[src/hdl/sbrc_pkg.sv]
// ---------------------------------------------------------------------------
// sbrc_pkg
// Shared types and constants for the scaled blit rounded corner mask block.
// ---------------------------------------------------------------------------
package sbrc_pkg;

    // Coordinate bits taken from each destination input field
    localparam int COORD_BITS = 13;
    // Signed width for the window and corner geometry
    localparam int GEO_W      = 20;
    // Rectangle and framebuffer dimension width
    localparam int DIM_W      = 14;
    // Source dimension and quotient width
    localparam int SRC_W      = 16;
    // Corner radius width
    localparam int RAD_W      = 12;
    // Dividend width: offset times source size
    localparam int PROD_W     = DIM_W + SRC_W;
    // Squared distance width
    localparam int SQ_W       = 2 * GEO_W;
    // APB address and data widths (registers sit at 8-byte spacing)
    localparam int ADDR_W     = 6;
    localparam int DATA_W     = 64;

    // Register map index
    typedef enum logic [2:0] {
        REG_REGION_X      = 3'd0,
        REG_REGION_Y      = 3'd1,
        REG_REGION_WIDTH  = 3'd2,
        REG_REGION_HEIGHT = 3'd3,
        REG_CLIP_WIDTH    = 3'd4,
        REG_CLIP_HEIGHT   = 3'd5,
        REG_SRC_DIMS      = 3'd6,
        REG_CORNER_RAD    = 3'd7
    } reg_idx_t;

    // Configuration register set
    typedef struct packed {
        logic signed [15:0] region_x;
        logic signed [15:0] region_y;
        logic [DIM_W-1:0]   region_width;
        logic [DIM_W-1:0]   region_height;
        logic [DIM_W-1:0]   clip_width;
        logic [DIM_W-1:0]   clip_height;
        logic [31:0]        src_dims;
        logic [47:0]        corner_rad;
    } cfg_t;

    // Geometry front end to divider hand-off
    typedef struct packed {
        logic [PROD_W-1:0] num_x;
        logic [PROD_W-1:0] num_y;
        logic [DIM_W-1:0]  den_x;
        logic [DIM_W-1:0]  den_y;
        logic              in_window;
        logic              write_enable;
    } geo_t;

endpackage

[src/hdl/sbrc_div.sv]
// ---------------------------------------------------------------------------
// sbrc_div
// Pipelined restoring divider pair: one quotient bit per stage for the
// source column and row, with the window and mask flags riding alongside.
// ---------------------------------------------------------------------------
module sbrc_div (
    input  logic                         aclk,
    input  logic                         aresetn,
    input  logic                         en,
    input  logic                         in_valid,
    input  sbrc_pkg::geo_t               in_geo,
    output logic                         out_valid,
    output logic [sbrc_pkg::SRC_W-1:0]   out_qx,
    output logic [sbrc_pkg::SRC_W-1:0]   out_qy,
    output logic                         out_in_window,
    output logic                         out_write_enable
);
    import sbrc_pkg::*;

    localparam int NSTEP = SRC_W;

    logic [NSTEP:0]   v_reg;
    logic [DIM_W-1:0] remx_reg [NSTEP+1];
    logic [DIM_W-1:0] remy_reg [NSTEP+1];
    logic [SRC_W-1:0] lowx_reg [NSTEP+1];
    logic [SRC_W-1:0] lowy_reg [NSTEP+1];
    logic [SRC_W-1:0] qx_reg   [NSTEP+1];
    logic [SRC_W-1:0] qy_reg   [NSTEP+1];
    logic [DIM_W-1:0] dx_reg   [NSTEP+1];
    logic [DIM_W-1:0] dy_reg   [NSTEP+1];
    logic [NSTEP:0]   win_reg;
    logic [NSTEP:0]   we_reg;

    // Valid chain
    always_ff @(posedge aclk) begin
        if (!aresetn) begin
            v_reg <= '0;
        end else if (en) begin
            v_reg <= {v_reg[NSTEP-1:0], in_valid};
        end
    end

    // Load stage: upper dividend bits are already below the divisor
    always_ff @(posedge aclk) begin
        if (en) begin
            remx_reg[0] <= in_geo.num_x[PROD_W-1:SRC_W];
            remy_reg[0] <= in_geo.num_y[PROD_W-1:SRC_W];
            lowx_reg[0] <= in_geo.num_x[SRC_W-1:0];
            lowy_reg[0] <= in_geo.num_y[SRC_W-1:0];
            qx_reg[0]   <= '0;
            qy_reg[0]   <= '0;
            dx_reg[0]   <= in_geo.den_x;
            dy_reg[0]   <= in_geo.den_y;
            win_reg[0]  <= in_geo.in_window;
            we_reg[0]   <= in_geo.write_enable;
        end
    end

    // One trial subtract per stage
    for (genvar k = 0; k < NSTEP; k++) begin : g_step
        logic [DIM_W:0]   tx, ty;
        logic             gex, gey;
        logic [DIM_W-1:0] nrx, nry;

        always_comb begin
            tx  = {remx_reg[k], lowx_reg[k][SRC_W-1]};
            ty  = {remy_reg[k], lowy_reg[k][SRC_W-1]};
            gex = (tx >= {1'b0, dx_reg[k]});
            gey = (ty >= {1'b0, dy_reg[k]});
            nrx = gex ? DIM_W'(tx - {1'b0, dx_reg[k]}) : tx[DIM_W-1:0];
            nry = gey ? DIM_W'(ty - {1'b0, dy_reg[k]}) : ty[DIM_W-1:0];
        end

        always_ff @(posedge aclk) begin
            if (en) begin
                remx_reg[k+1] <= nrx;
                remy_reg[k+1] <= nry;
                lowx_reg[k+1] <= {lowx_reg[k][SRC_W-2:0], 1'b0};
                lowy_reg[k+1] <= {lowy_reg[k][SRC_W-2:0], 1'b0};
                qx_reg[k+1]   <= {qx_reg[k][SRC_W-2:0], gex};
                qy_reg[k+1]   <= {qy_reg[k][SRC_W-2:0], gey};
                dx_reg[k+1]   <= dx_reg[k];
                dy_reg[k+1]   <= dy_reg[k];
                win_reg[k+1]  <= win_reg[k];
                we_reg[k+1]   <= we_reg[k];
            end
        end
    end

    assign out_valid        = v_reg[NSTEP];
    assign out_qx           = qx_reg[NSTEP];
    assign out_qy           = qy_reg[NSTEP];
    assign out_in_window    = win_reg[NSTEP];
    assign out_write_enable = we_reg[NSTEP];

endmodule

[config.mk]
export PLATFORM = sky130hd
export DESIGN_NAME = sbrc_div
export DESIGN_NICKNAME = d
export VERILOG_FILES = /design/src/hdl/sbrc_pkg.sv /design/src/hdl/sbrc_div.sv
export SDC_FILE = /design/constraint.sdc
export NUM_CORES = 2
export LEC_CHECK = 0
export ABC_CLOCK_PERIOD_IN_PS = 5800
export BUFFER_PORTS_ARGS = -buffer_cell sky130_fd_sc_hd__buf_2
export CAP_MARGIN = 10
export CORE_ASPECT_RATIO = 0.7
export CORE_UTILIZATION = 45
export CTS_CLUSTER_DIAMETER = 200
export DETAILED_ROUTE_END_ITERATION = 16
export SLEW_MARGIN = 20
export SYNTH_ARGS = -nofsm -noshare
export SYNTH_HDL_FRONTEND = slang
export SYNTH_SLANG_ARGS = --single-unit
export TNS_END_PERCENT = 20
[constraint.sdc]
create_clock -name aclk -period 5.8 [get_ports aclk]
set_input_delay 1.45 -clock aclk [delete_from_list [all_inputs] [get_ports aclk]]
set_output_delay 1.45 -clock aclk [all_outputs]
set_load 0.02 [all_outputs]
==> results.sh <==
export IMPL_run_status="complete, no violations"
export IMPL_postRouteAntennaNets=0
export IMPL_synth_area_sq_um=72300
export IMPL_num_fill_cells=13500
export IMPL_setup_tns_ns=0
export IMPL_synth_enable_flop_cells=1474
export IMPL_die_w_um=481
export IMPL_synthTopCellsByArea="edfxtp_1, ha_1, mux2_2, inv_1, a21oi_1"
export IMPL_cts_buffers=154
export IMPL_clockBufferDepth=3
export IMPL_clk_pin_slew_ns=0.06
export IMPL_ys_warn_count=0
export IMPL_setup_viol=0
export IMPL_power_density_nw_per_um2=502
export IMPL_drv_slew=0
export IMPL_grt_pass1_vias=40500
export IMPL_hold_class="reg -> reg"
export IMPL_grt_pass1_wl_um=216000
export IMPL_slowest_stage="a41oi_2"
export IMPL_via_per_inst=5.24
export IMPL_final_cell_mix="edfxtp_1, inv_1, ha_1, nor2_1, a21oi_1"
export IMPL_die_area_sq_um=162000
export IMPL_max_freq_mhz=288
export IMPL_numClockSinks=1491
export IMPL_rsz0062_at_grt="false"
export IMPL_hold_viol=0
export IMPL_end_kind="register"
export IMPL_peakVddDrop_mv=0.317
export IMPL_synth_top_cell_area_share_pct=61.3
export IMPL_mostFrequentLayoutCell="edfxtp_1"
export IMPL_ys_ff_latch=1491
export IMPL_cp_top_family="compound AO/OA/AOI/OAI gates"
export IMPL_worst_pin_slew_ns=1.06
export IMPL_cts_setup_buffers=0
export IMPL_finalWeightedCongestion=0.873
export IMPL_track_usage_pct=16.7
export IMPL_finalCritPeriodShare_pct=59.9
export IMPL_core_area_sq_um=159000
export IMPL_vias=41300
export IMPL_setup_slack_ns=2.33
export IMPL_grt_max_degree=134
export IMPL_io_pins=129
export IMPL_layout_min_cycle_time_ns=3.47
export IMPL_cts_resized=0
export IMPL_start_util_pct=45.5
export IMPL_h_tree_depth=4
export IMPL_io_buffers=128
export IMPL_rows=122
export IMPL_post_place_ws_ns=2.33
export IMPL_wl_um=135000
export IMPL_post_route_util_pct=50.6
export IMPL_synth_seq_area_share_pct=61.7
export IMPL_syn_nets=6015
export IMPL_syn2layout_area_growth_pct=11.1
export IMPL_final_net_count=6241
export IMPL_cap_viol_max_count=0
export IMPL_path_max_fanout=14
export IMPL_synth_largest_area_cell="edfxtp_1"
export IMPL_skew_ns=0.0187
export IMPL_dp_hpwl_um=95900
export IMPL_critPathMaxStageDelay_ns=0.76
export IMPL_yosysUniqueCellTypes=86
export IMPL_critical_path_arrival_ns=3.99
export IMPL_cp_start_kind="register"
export IMPL_first_pass_iters=5
export IMPL_avgSynthCellArea_sq_um=13.3
export IMPL_clk_latency_ns=0.78
export IMPL_critPathKind="reg -> reg"
export IMPL_hold_buffers=0
export IMPL_drt_iter0_markers=3143
export IMPL_power_mw=40.3
export IMPL_grt_ovfl_total=0
export IMPL_antenna_found_initial=3
export IMPL_path_buf_inv=0
export IMPL_die_y_um=337
export IMPL_drive_gt1_share_pct=12.2
export IMPL_worstPathRequired_ns=6.32
export IMPL_synth_flop_cell="edfxtp_1"
export IMPL_clock_root_buffer="clkbuf_16"
export IMPL_p_leak_nw=31.5
export IMPL_relSlewSlack_pct=29.1
export IMPL_cts_tree="yes"
export IMPL_drc=0
export IMPL_wire_per_inst_um=17.2
export IMPL_synthArstFlopShare_pct=0
export IMPL_syn_inst=5413
export IMPL_crit_path_cell_trace="ha_1, nor2b_1, o21ai_0, a21boi_0, o31ai_1, a21oi_1, a41oi_2, mux2_2"
-- report_power, final --
group          internal, mW  switching, mW
combinational          6.78           7.75
sequential             14.9           1.23
clock                  5.56           4.11
-- cell usage after synthesis (36+ instances only) --
master / n
a21oi_1: 302
nand4_1: 50
nand2b_1: 47
o31a_1: 36
mux2i_1: 57
ha_1: 478
nor3_1: 65
o21a_1: 72
mux2_2: 269
xor2_1: 105
o21ai_0: 243
buf_4: 43
nor2b_1: 64
nand3_1: 51
nor2_1: 311
xnor2_1: 151
o21bai_1: 38
a211oi_1: 52
a21o_1: 134
edfxtp_1: 1474
inv_1: 610
nand2_1: 223
-- logic make-up (layout without fill, tap and decap cells) --
logic type / Yosys count / in the layout / synth area share (%)
xor+xnor: 256 / 256 / 3.10
flops: 1491 / 1491 / 61.7
mux: 332 / 332 / 5.08
simple gates: 982 / 982 / 6.65
buf+inv: 707 / 1055 / 4.01
fa+ha+maj: 508 / 508 / 9.11
other cells: 0 / 1 / 0
compound gates: 1137 / 1137 / 10.3
-- layout make-up --
type	instances	area (sq um)	area share (%)
inverter	610	2290	2.85
clock buffer	193	4110	5.12
tap	2108	2640	3.28
sequential	1491	44600	55.5
multi-input combinational	3215	24800	30.9
timing repair buffer	167	1110	1.38
clock inverter	85	767	0.955
antenna	1	2.50	0.00312
-- path summary, 6_finish.rpt --
kind,start,to,slack (ns),cells after the start
worst min-delay path,qy_reg[0][128],qy_reg[0][145],0.41,0
worst min register to register,qy_reg[0][128],qy_reg[0][145],0.41,0
worst max register to register,remx_reg[0][70],remx_reg[0][85],2.33,8
worst max-delay path,remx_reg[0][70],remx_reg[0][85],2.33,8
-- metal layers --
layer | GRT usage [%] | wire length [um]
met2 | 24.8 | 58000
met3 | 2.85 | 5660
met5 | 0 | 0
met4 | 6.23 | 4130
met1 | 24.4 | 67600
-- through the flow --
stage               cells  instance area, sq um  hold WS [ns]
floorplan            5413                 72300         0.400
global placement     7591                 75400         0.400
detailed placement   7591                 75400         0.405
CTS                  7869                 80300         0.414
global route         7870                 80300         0.418
finish               7870                 80300         0.412
Note: power is estimated with default switching activity, not from simulation.
