## config.mk

```make
export PLATFORM = sky130hd
export DESIGN_NAME = sbrc_geom
export DESIGN_NICKNAME = d
export VERILOG_FILES = /design/src/hdl/sbrc_pkg.sv /design/src/hdl/sbrc_geom.sv
export SDC_FILE = /design/constraint.sdc
export NUM_CORES = 2
export LEC_CHECK = 0
export ABC_CLOCK_PERIOD_IN_PS = 8200
export CORE_ASPECT_RATIO = 1.1
export CORE_MARGIN = 2
export CORE_UTILIZATION = 50
export DETAILED_ROUTE_END_ITERATION = 12
export DONT_BUFFER_PORTS = 1
export PLACE_DENSITY = 0.68
export SLEW_MARGIN = 10
export SYNTH_ARGS = -nofsm -noshare
export SYNTH_HDL_FRONTEND = slang
export SYNTH_SLANG_ARGS = --single-unit
```

## constraint.sdc

```tcl
create_clock -name aclk -period 8.2 [get_ports aclk]
set_clock_uncertainty 0.05 [all_clocks]
set_input_delay 0.82 -clock aclk [delete_from_list [all_inputs] [get_ports aclk]]
set_output_delay 0.82 -clock aclk [all_outputs]
set_load 0.01 [all_outputs]
```

## src/hdl/sbrc_pkg.sv

```systemverilog
// ---------------------------------------------------------------------------
// sbrc_pkg
// Shared types and constants for the scaled blit rounded corner mask block.
// ---------------------------------------------------------------------------
package sbrc_pkg;

    // Coordinate bits taken from each destination input field
    localparam int COORD_BITS = 13;
    // Signed width for the window and corner geometry
    localparam int GEO_W      = 20;
    // Rectangle and framebuffer dimension width
    localparam int DIM_W      = 14;
    // Source dimension and quotient width
    localparam int SRC_W      = 16;
    // Corner radius width
    localparam int RAD_W      = 12;
    // Dividend width: offset times source size
    localparam int PROD_W     = DIM_W + SRC_W;
    // Squared distance width
    localparam int SQ_W       = 2 * GEO_W;
    // APB address and data widths (registers sit at 8-byte spacing)
    localparam int ADDR_W     = 6;
    localparam int DATA_W     = 64;

    // Register map index
    typedef enum logic [2:0] {
        REG_REGION_X      = 3'd0,
        REG_REGION_Y      = 3'd1,
        REG_REGION_WIDTH  = 3'd2,
        REG_REGION_HEIGHT = 3'd3,
        REG_CLIP_WIDTH    = 3'd4,
        REG_CLIP_HEIGHT   = 3'd5,
        REG_SRC_DIMS      = 3'd6,
        REG_CORNER_RAD    = 3'd7
    } reg_idx_t;

    // Configuration register set
    typedef struct packed {
        logic signed [15:0] region_x;
        logic signed [15:0] region_y;
        logic [DIM_W-1:0]   region_width;
        logic [DIM_W-1:0]   region_height;
        logic [DIM_W-1:0]   clip_width;
        logic [DIM_W-1:0]   clip_height;
        logic [31:0]        src_dims;
        logic [47:0]        corner_rad;
    } cfg_t;

    // Geometry front end to divider hand-off
    typedef struct packed {
        logic [PROD_W-1:0] num_x;
        logic [PROD_W-1:0] num_y;
        logic [DIM_W-1:0]  den_x;
        logic [DIM_W-1:0]  den_y;
        logic              in_window;
        logic              write_enable;
    } geo_t;

endpackage

```

## src/hdl/sbrc_geom.sv

```systemverilog
// ---------------------------------------------------------------------------
// sbrc_geom
// Four-stage front end: input capture, clipping and corner pick, scale
// products with distance squares, and the rounded-corner compare.
// ---------------------------------------------------------------------------
module sbrc_geom (
    input  logic                          aclk,
    input  logic                          aresetn,
    input  logic                          en,
    input  logic                          in_valid,
    input  logic [sbrc_pkg::COORD_BITS-1:0] in_x,
    input  logic [sbrc_pkg::COORD_BITS-1:0] in_y,
    input  sbrc_pkg::cfg_t                cfg,
    output logic                          out_valid,
    output sbrc_pkg::geo_t                out_geo
);
    import sbrc_pkg::*;

    // Stage 0: captured coordinates
    logic                  v0_reg;
    logic [COORD_BITS-1:0] px0_reg;
    logic [COORD_BITS-1:0] py0_reg;

    // Stage 1: window, window offsets, chosen corner offsets
    logic                    v1_reg;
    logic [DIM_W-1:0]        ox1_reg, oy1_reg;
    logic [DIM_W-1:0]        dvx1_reg, dvy1_reg;
    logic                    win1_reg, none1_reg;
    logic signed [GEO_W-1:0] dx1_reg, dy1_reg;
    logic [RAD_W-1:0]        r1_reg;

    // Stage 2: products and squares
    logic              v2_reg;
    logic [PROD_W-1:0] nx2_reg, ny2_reg;
    logic [DIM_W-1:0]  dvx2_reg, dvy2_reg;
    logic              win2_reg, none2_reg;
    logic [SQ_W-1:0]   dx2_reg, dy2_reg;
    logic [2*RAD_W-1:0] rr2_reg;

    // Stage 3: result
    logic v3_reg;
    geo_t geo3_reg;

    // Stage 1 combinational geometry
    logic signed [GEO_W-1:0] rx, ry, rw, rh, cw, ch;
    logic signed [GEO_W-1:0] sx, sy, ex, ey, ex_raw, ey_raw;
    logic signed [GEO_W-1:0] pxs, pys;
    logic signed [GEO_W-1:0] r_tl, r_tr, r_bl, r_br;
    logic signed [GEO_W-1:0] tlx, tly, trx, try_c, blx, bly, brx, bry;
    logic signed [GEO_W-1:0] cx, cy, offx, offy, winx, winy;
    logic [RAD_W-1:0]        rsel;
    logic                    none_c, inwin_c;
    logic [SRC_W-1:0]        sw, sh;

    always_comb begin
        rx  = GEO_W'(cfg.region_x);
        ry  = GEO_W'(cfg.region_y);
        rw  = signed'({{(GEO_W-DIM_W){1'b0}}, cfg.region_width});
        rh  = signed'({{(GEO_W-DIM_W){1'b0}}, cfg.region_height});
        cw  = signed'({{(GEO_W-DIM_W){1'b0}}, cfg.clip_width});
        ch  = signed'({{(GEO_W-DIM_W){1'b0}}, cfg.clip_height});
        pxs = signed'({{(GEO_W-COORD_BITS){1'b0}}, px0_reg});
        pys = signed'({{(GEO_W-COORD_BITS){1'b0}}, py0_reg});
        sw  = cfg.src_dims[15:0];
        sh  = cfg.src_dims[31:16];

        // Clip the rectangle to the framebuffer
        sx = (rx < 0) ? '0 : ((rx > cw) ? cw : rx);
        sy = (ry < 0) ? '0 : ((ry > ch) ? ch : ry);
        ex_raw = rx + rw;
        ey_raw = ry + rh;
        ex = (ex_raw < sx) ? sx : ((ex_raw > cw) ? cw : ex_raw);
        ey = (ey_raw < sy) ? sy : ((ey_raw > ch) ? ch : ey_raw);

        inwin_c = (pxs >= sx) && (pxs < ex) && (pys >= sy) && (pys < ey);
        offx = pxs - sx;
        offy = pys - sy;
        winx = ex - sx;
        winy = ey - sy;

        // Corner centres from the unclipped rectangle
        r_tl = signed'({{(GEO_W-RAD_W){1'b0}}, cfg.corner_rad[11:0]});
        r_tr = signed'({{(GEO_W-RAD_W){1'b0}}, cfg.corner_rad[23:12]});
        r_bl = signed'({{(GEO_W-RAD_W){1'b0}}, cfg.corner_rad[35:24]});
        r_br = signed'({{(GEO_W-RAD_W){1'b0}}, cfg.corner_rad[47:36]});
        tlx   = rx + r_tl;     tly = ry + r_tl;
        trx   = ex_raw - r_tr; try_c = ry + r_tr;
        blx   = rx + r_bl;     bly = ey_raw - r_bl;
        brx   = ex_raw - r_br; bry = ey_raw - r_br;

        // First corner whose quadrant holds the pixel wins
        none_c = 1'b0;
        cx     = '0;
        cy     = '0;
        rsel   = '0;
        if (pys <= tly && pxs <= tlx) begin
            cx = tlx; cy = tly; rsel = cfg.corner_rad[11:0];
        end else if (pys <= try_c && pxs >= trx) begin
            cx = trx; cy = try_c; rsel = cfg.corner_rad[23:12];
        end else if (pys >= bly && pxs <= blx) begin
            cx = blx; cy = bly; rsel = cfg.corner_rad[35:24];
        end else if (pys >= bry && pxs >= brx) begin
            cx = brx; cy = bry; rsel = cfg.corner_rad[47:36];
        end else begin
            none_c = 1'b1;
        end
    end

    // Valid chain
    always_ff @(posedge aclk) begin
        if (!aresetn) begin
            v0_reg <= 1'b0;
            v1_reg <= 1'b0;
            v2_reg <= 1'b0;
            v3_reg <= 1'b0;
        end else if (en) begin
            v0_reg <= in_valid;
            v1_reg <= v0_reg;
            v2_reg <= v1_reg;
            v3_reg <= v2_reg;
        end
    end

    // Data path; the user must hold source sizes static while items are in flight, the block does not enforce it
    always_ff @(posedge aclk) begin
        if (en) begin
            px0_reg   <= in_x;
            py0_reg   <= in_y;

            ox1_reg   <= inwin_c ? offx[DIM_W-1:0] : '0;
            oy1_reg   <= inwin_c ? offy[DIM_W-1:0] : '0;
            dvx1_reg  <= winx[DIM_W-1:0];
            dvy1_reg  <= winy[DIM_W-1:0];
            win1_reg  <= inwin_c;
            none1_reg <= none_c;
            dx1_reg   <= pxs - cx;
            dy1_reg   <= pys - cy;
            r1_reg    <= rsel;

            nx2_reg   <= PROD_W'(ox1_reg) * PROD_W'(sw);
            ny2_reg   <= PROD_W'(oy1_reg) * PROD_W'(sh);
            dvx2_reg  <= dvx1_reg;
            dvy2_reg  <= dvy1_reg;
            win2_reg  <= win1_reg;
            none2_reg <= none1_reg;
            dx2_reg   <= SQ_W'(dx1_reg * dx1_reg);
            dy2_reg   <= SQ_W'(dy1_reg * dy1_reg);
            rr2_reg   <= (2*RAD_W)'(r1_reg) * (2*RAD_W)'(r1_reg);

            geo3_reg.num_x        <= nx2_reg;
            geo3_reg.num_y        <= ny2_reg;
            geo3_reg.den_x        <= dvx2_reg;
            geo3_reg.den_y        <= dvy2_reg;
            geo3_reg.in_window    <= win2_reg;
            geo3_reg.write_enable <= win2_reg && (none2_reg ||
                ({1'b0, dx2_reg} + {1'b0, dy2_reg} <= (SQ_W+1)'(rr2_reg)));
        end
    end

    assign out_valid = v3_reg;
    assign out_geo   = geo3_reg;

endmodule

```

==> flow_summary.toml <==
[critical_path]
r2r_start = "dy1_reg[10]$_DFFE_PP_"
cpMostUsedCell = "fa_1"
slowest_delay_ns = 0.55
crit_slowest_cell = "fa_1"
crit_fanout = 6
worstPathArrival_ns = 8.22
worstSetupPathType = "reg2reg"
cp-startpoint = "dy1_reg[10]$_DFFE_PP_"
cp-start-kind = "flop"
r2r_end = "dy2_reg[39]$_DFFE_PP_"
worstSetupEndpoint = "dy2_reg[39]$_DFFE_PP_"
endpoint_kind = "flop"
worst-r2r-cell-count = 31
r2r_slack_ns = 0.32
required_ns = 8.53

[synth]
ys_seq_area_share_pct = 16.58
yosys_register_bits = 421
synth_edf_count = 417
yosys_most_used_dff = "edfxtp_1"
synthArstFlopShare_pct = 0
ys_warn_count = 0
synth_cells = 7879
synth_top_area_share_pct = 31.58
synth.lib_cells_used.distinct = 89
synth.avg_cell_area_um2 = 9.645
yosys-top-cells-area = "fa_1 (32%), edfxtp_1 (16%), ha_1 (15%)"
netlist_area_um2 = 76000
yosys.area.top_type = "fa_1"

[status]
status = "finished, final reports clean"

[detailed_routing]
first_pass_iters = 5
remaining_drc_errors = 0
drt-total-wl_um = 216800
viasPerCell = 5.552
dr_wl_met3_um = 13680
wl_met2_um = 105000
drt-met1-wl_um = 86640
ant_nets = 0
routed-via-count = 57522
routedWlPerCell_um = 20.93
dr.max_layer_used = "met5"
dr.first_iter.drc_count = 3393

[sta]
max_freq_ghz = 0.1269
finalSetupViolCount = 0
period_share_pct = 96.12
tightest_slew_ns = 1.234
max_slew_margin_pct = 17.72
period_needed_ns = 7.882
hold_viol_final = 0
slew_viol_final = 0
hold-worst-slack_ns = 0.1946

[die]
rows = 150
die_y_um = 412.9
core-area_um2 = 151500
initial_core_util_pct = 50.18
io_pins = 289
die_area_um2 = 155100
die_width_um = 375.7

[clock_network]
cts_hold_buf = 0
cts.path.max_buffers = 3
htreeDepth = 2
cts_root_buf = "clkbuf_16"
cts-buffers-inserted = 51
cts_sinks = 421
clkLatencyLatePin_ns = 0.67
cts_tree = "done"
clkSlewWorstSetupHoldPaths_ns = 0.06

[cells_and_area]
layout_common_cells = "inv_1 (1479), fa_1 (1199), ha_1 (932), nand2_1 (700), buf_4 (553)"
final_cell_area_um2 = 84060
syn2layout_area_growth_pct = 10.61
final_common_cell = "inv_1"
largest_reg_flops = 90
final_layout_size_suffix_gt1_share_pct = 8.898
num-nets-final = 10619
final_cells = 10360

[place]
port-buffer-count = 0
dp.cells = 10187
postPlaceCellArea_um2 = 81770
hpwl_um = 180500
gp_congestion = 0.9822

[grt]
grt_max_degree = 422
grt_usage_pct = 28.52
grt_pass1_wl_um = 341600
first_global_vias = 61432
antenna_found_initial = 46
overflow = 0

[hold_path]
hold_path.class = "in2reg"

[run]
maxCapViolCount = 0
[cells by family (layout without fill, tap and decap cells)]
logic type	after synthesis	in the layout	share of synthesized area, %
AOI/OAI and AO/OA	1224	1224	10.35
xor gates and xnor gates	365	365	4.207
adders and majority gates	2132	2132	46.94
buffers and inverters	1687	2135	8.350
DFF	421	421	16.58
muxes	71	71	0.9714
other	1	58	0.004934
and+or+nand+nor	1978	1978	12.59
[cell usage after synthesis (73+ instances only)]
cell	count
a21o_1	148
a21oi_1	361
and2_1	411
clkbuf_1	184
edfxtp_1	417
fa_1	1199
ha_1	932
inv_1	1479
nand2_1	700
nand2b_1	92
nor2_1	366
nor2b_1	75
nor3_1	93
o21a_1	73
o21ai_0	254
xnor2_1	241
xor2_1	124
[repair_timing]
item	4_1_cts	5_1_grt
pin swaps	0	20
setup buffers	0	26
gates resized for setup	2	52
endpoints found under the setup margin	2	42
[routing by layer]
layer  track usage [%]  vias up
met5                 0        -
met2             48.36     1720
met1             34.91    28802
met3             5.430      466
met4             13.96       16
li1                  -    26518
[metrics by stage]
| step | TNS (ns) | util, % | setup WS, ns |
|---|---|---|---|
| after floorplan | 0 | - | 0.01088 |
| after global placement | -6.877 | 53.99 | -0.5588 |
| after detailed placement | -8.176 | 53.99 | -0.6079 |
| after CTS | 0 | 55.13 | 0.08037 |
| after global routing | -0.1678 | 55.48 | -0.04468 |
| final | 0 | 55.50 | 0.3179 |
[layout make-up]
| class | instances | area (um^2) |
|---|---|---|
| Antenna cell | 56 | 140.1 |
| Clock buffer | 54 | 1287 |
| Clock inverter | 37 | 419.2 |
| Fill cell | 13291 | 67400 |
| Inverter | 1483 | 5567 |
| Multi-Input combinational cell | 5772 | 57260 |
| Sequential cell | 421 | 12600 |
| Tap cell | 1976 | 2472 |
| Timing Repair Buffer | 561 | 4312 |
[worst min-delay path by stage]
stage	start	to	slack (ns)	depth (start not counted)
after floorplan	dvx1_reg[0]$_DFFE_PP_	dvx2_reg[0]$_DFFE_PP_	0.35	0
after global placement	nx2_reg[9]$_DFFE_PP_	out_geo[69]$_DFFE_PP_	0.35	0
after detailed placement	dvy2_reg[9]$_DFFE_PP_	out_geo[11]$_DFFE_PP_	0.35	0
after CTS	in_x[7]	px0_reg[7]$_DFFE_PP_	0.14	0
after global routing	in_x[6]	px0_reg[6]$_DFFE_PP_	0.15	0
final	in_x[2]	px0_reg[2]$_DFFE_PP_	0.19	0
[critical path: cells and delay by family, from the launching register on]
| family | cells | cell delay [ns] |
|---|---|---|
| AO/OA/AOI/OAI | 10 | 1.83 |
| adder cells (fa/ha/maj) | 8 | 3.81 |
| AND/OR/NAND/NOR | 3 | 0.38 |
| flip-flops | 1 | 0.46 |
| buffers and inverters | 9 | 0.85 |
| XOR/XNOR | 1 | 0.18 |
Power is not shown: default switching activity piles up to over one toggle a cycle in this logic, so the estimate is an artifact.
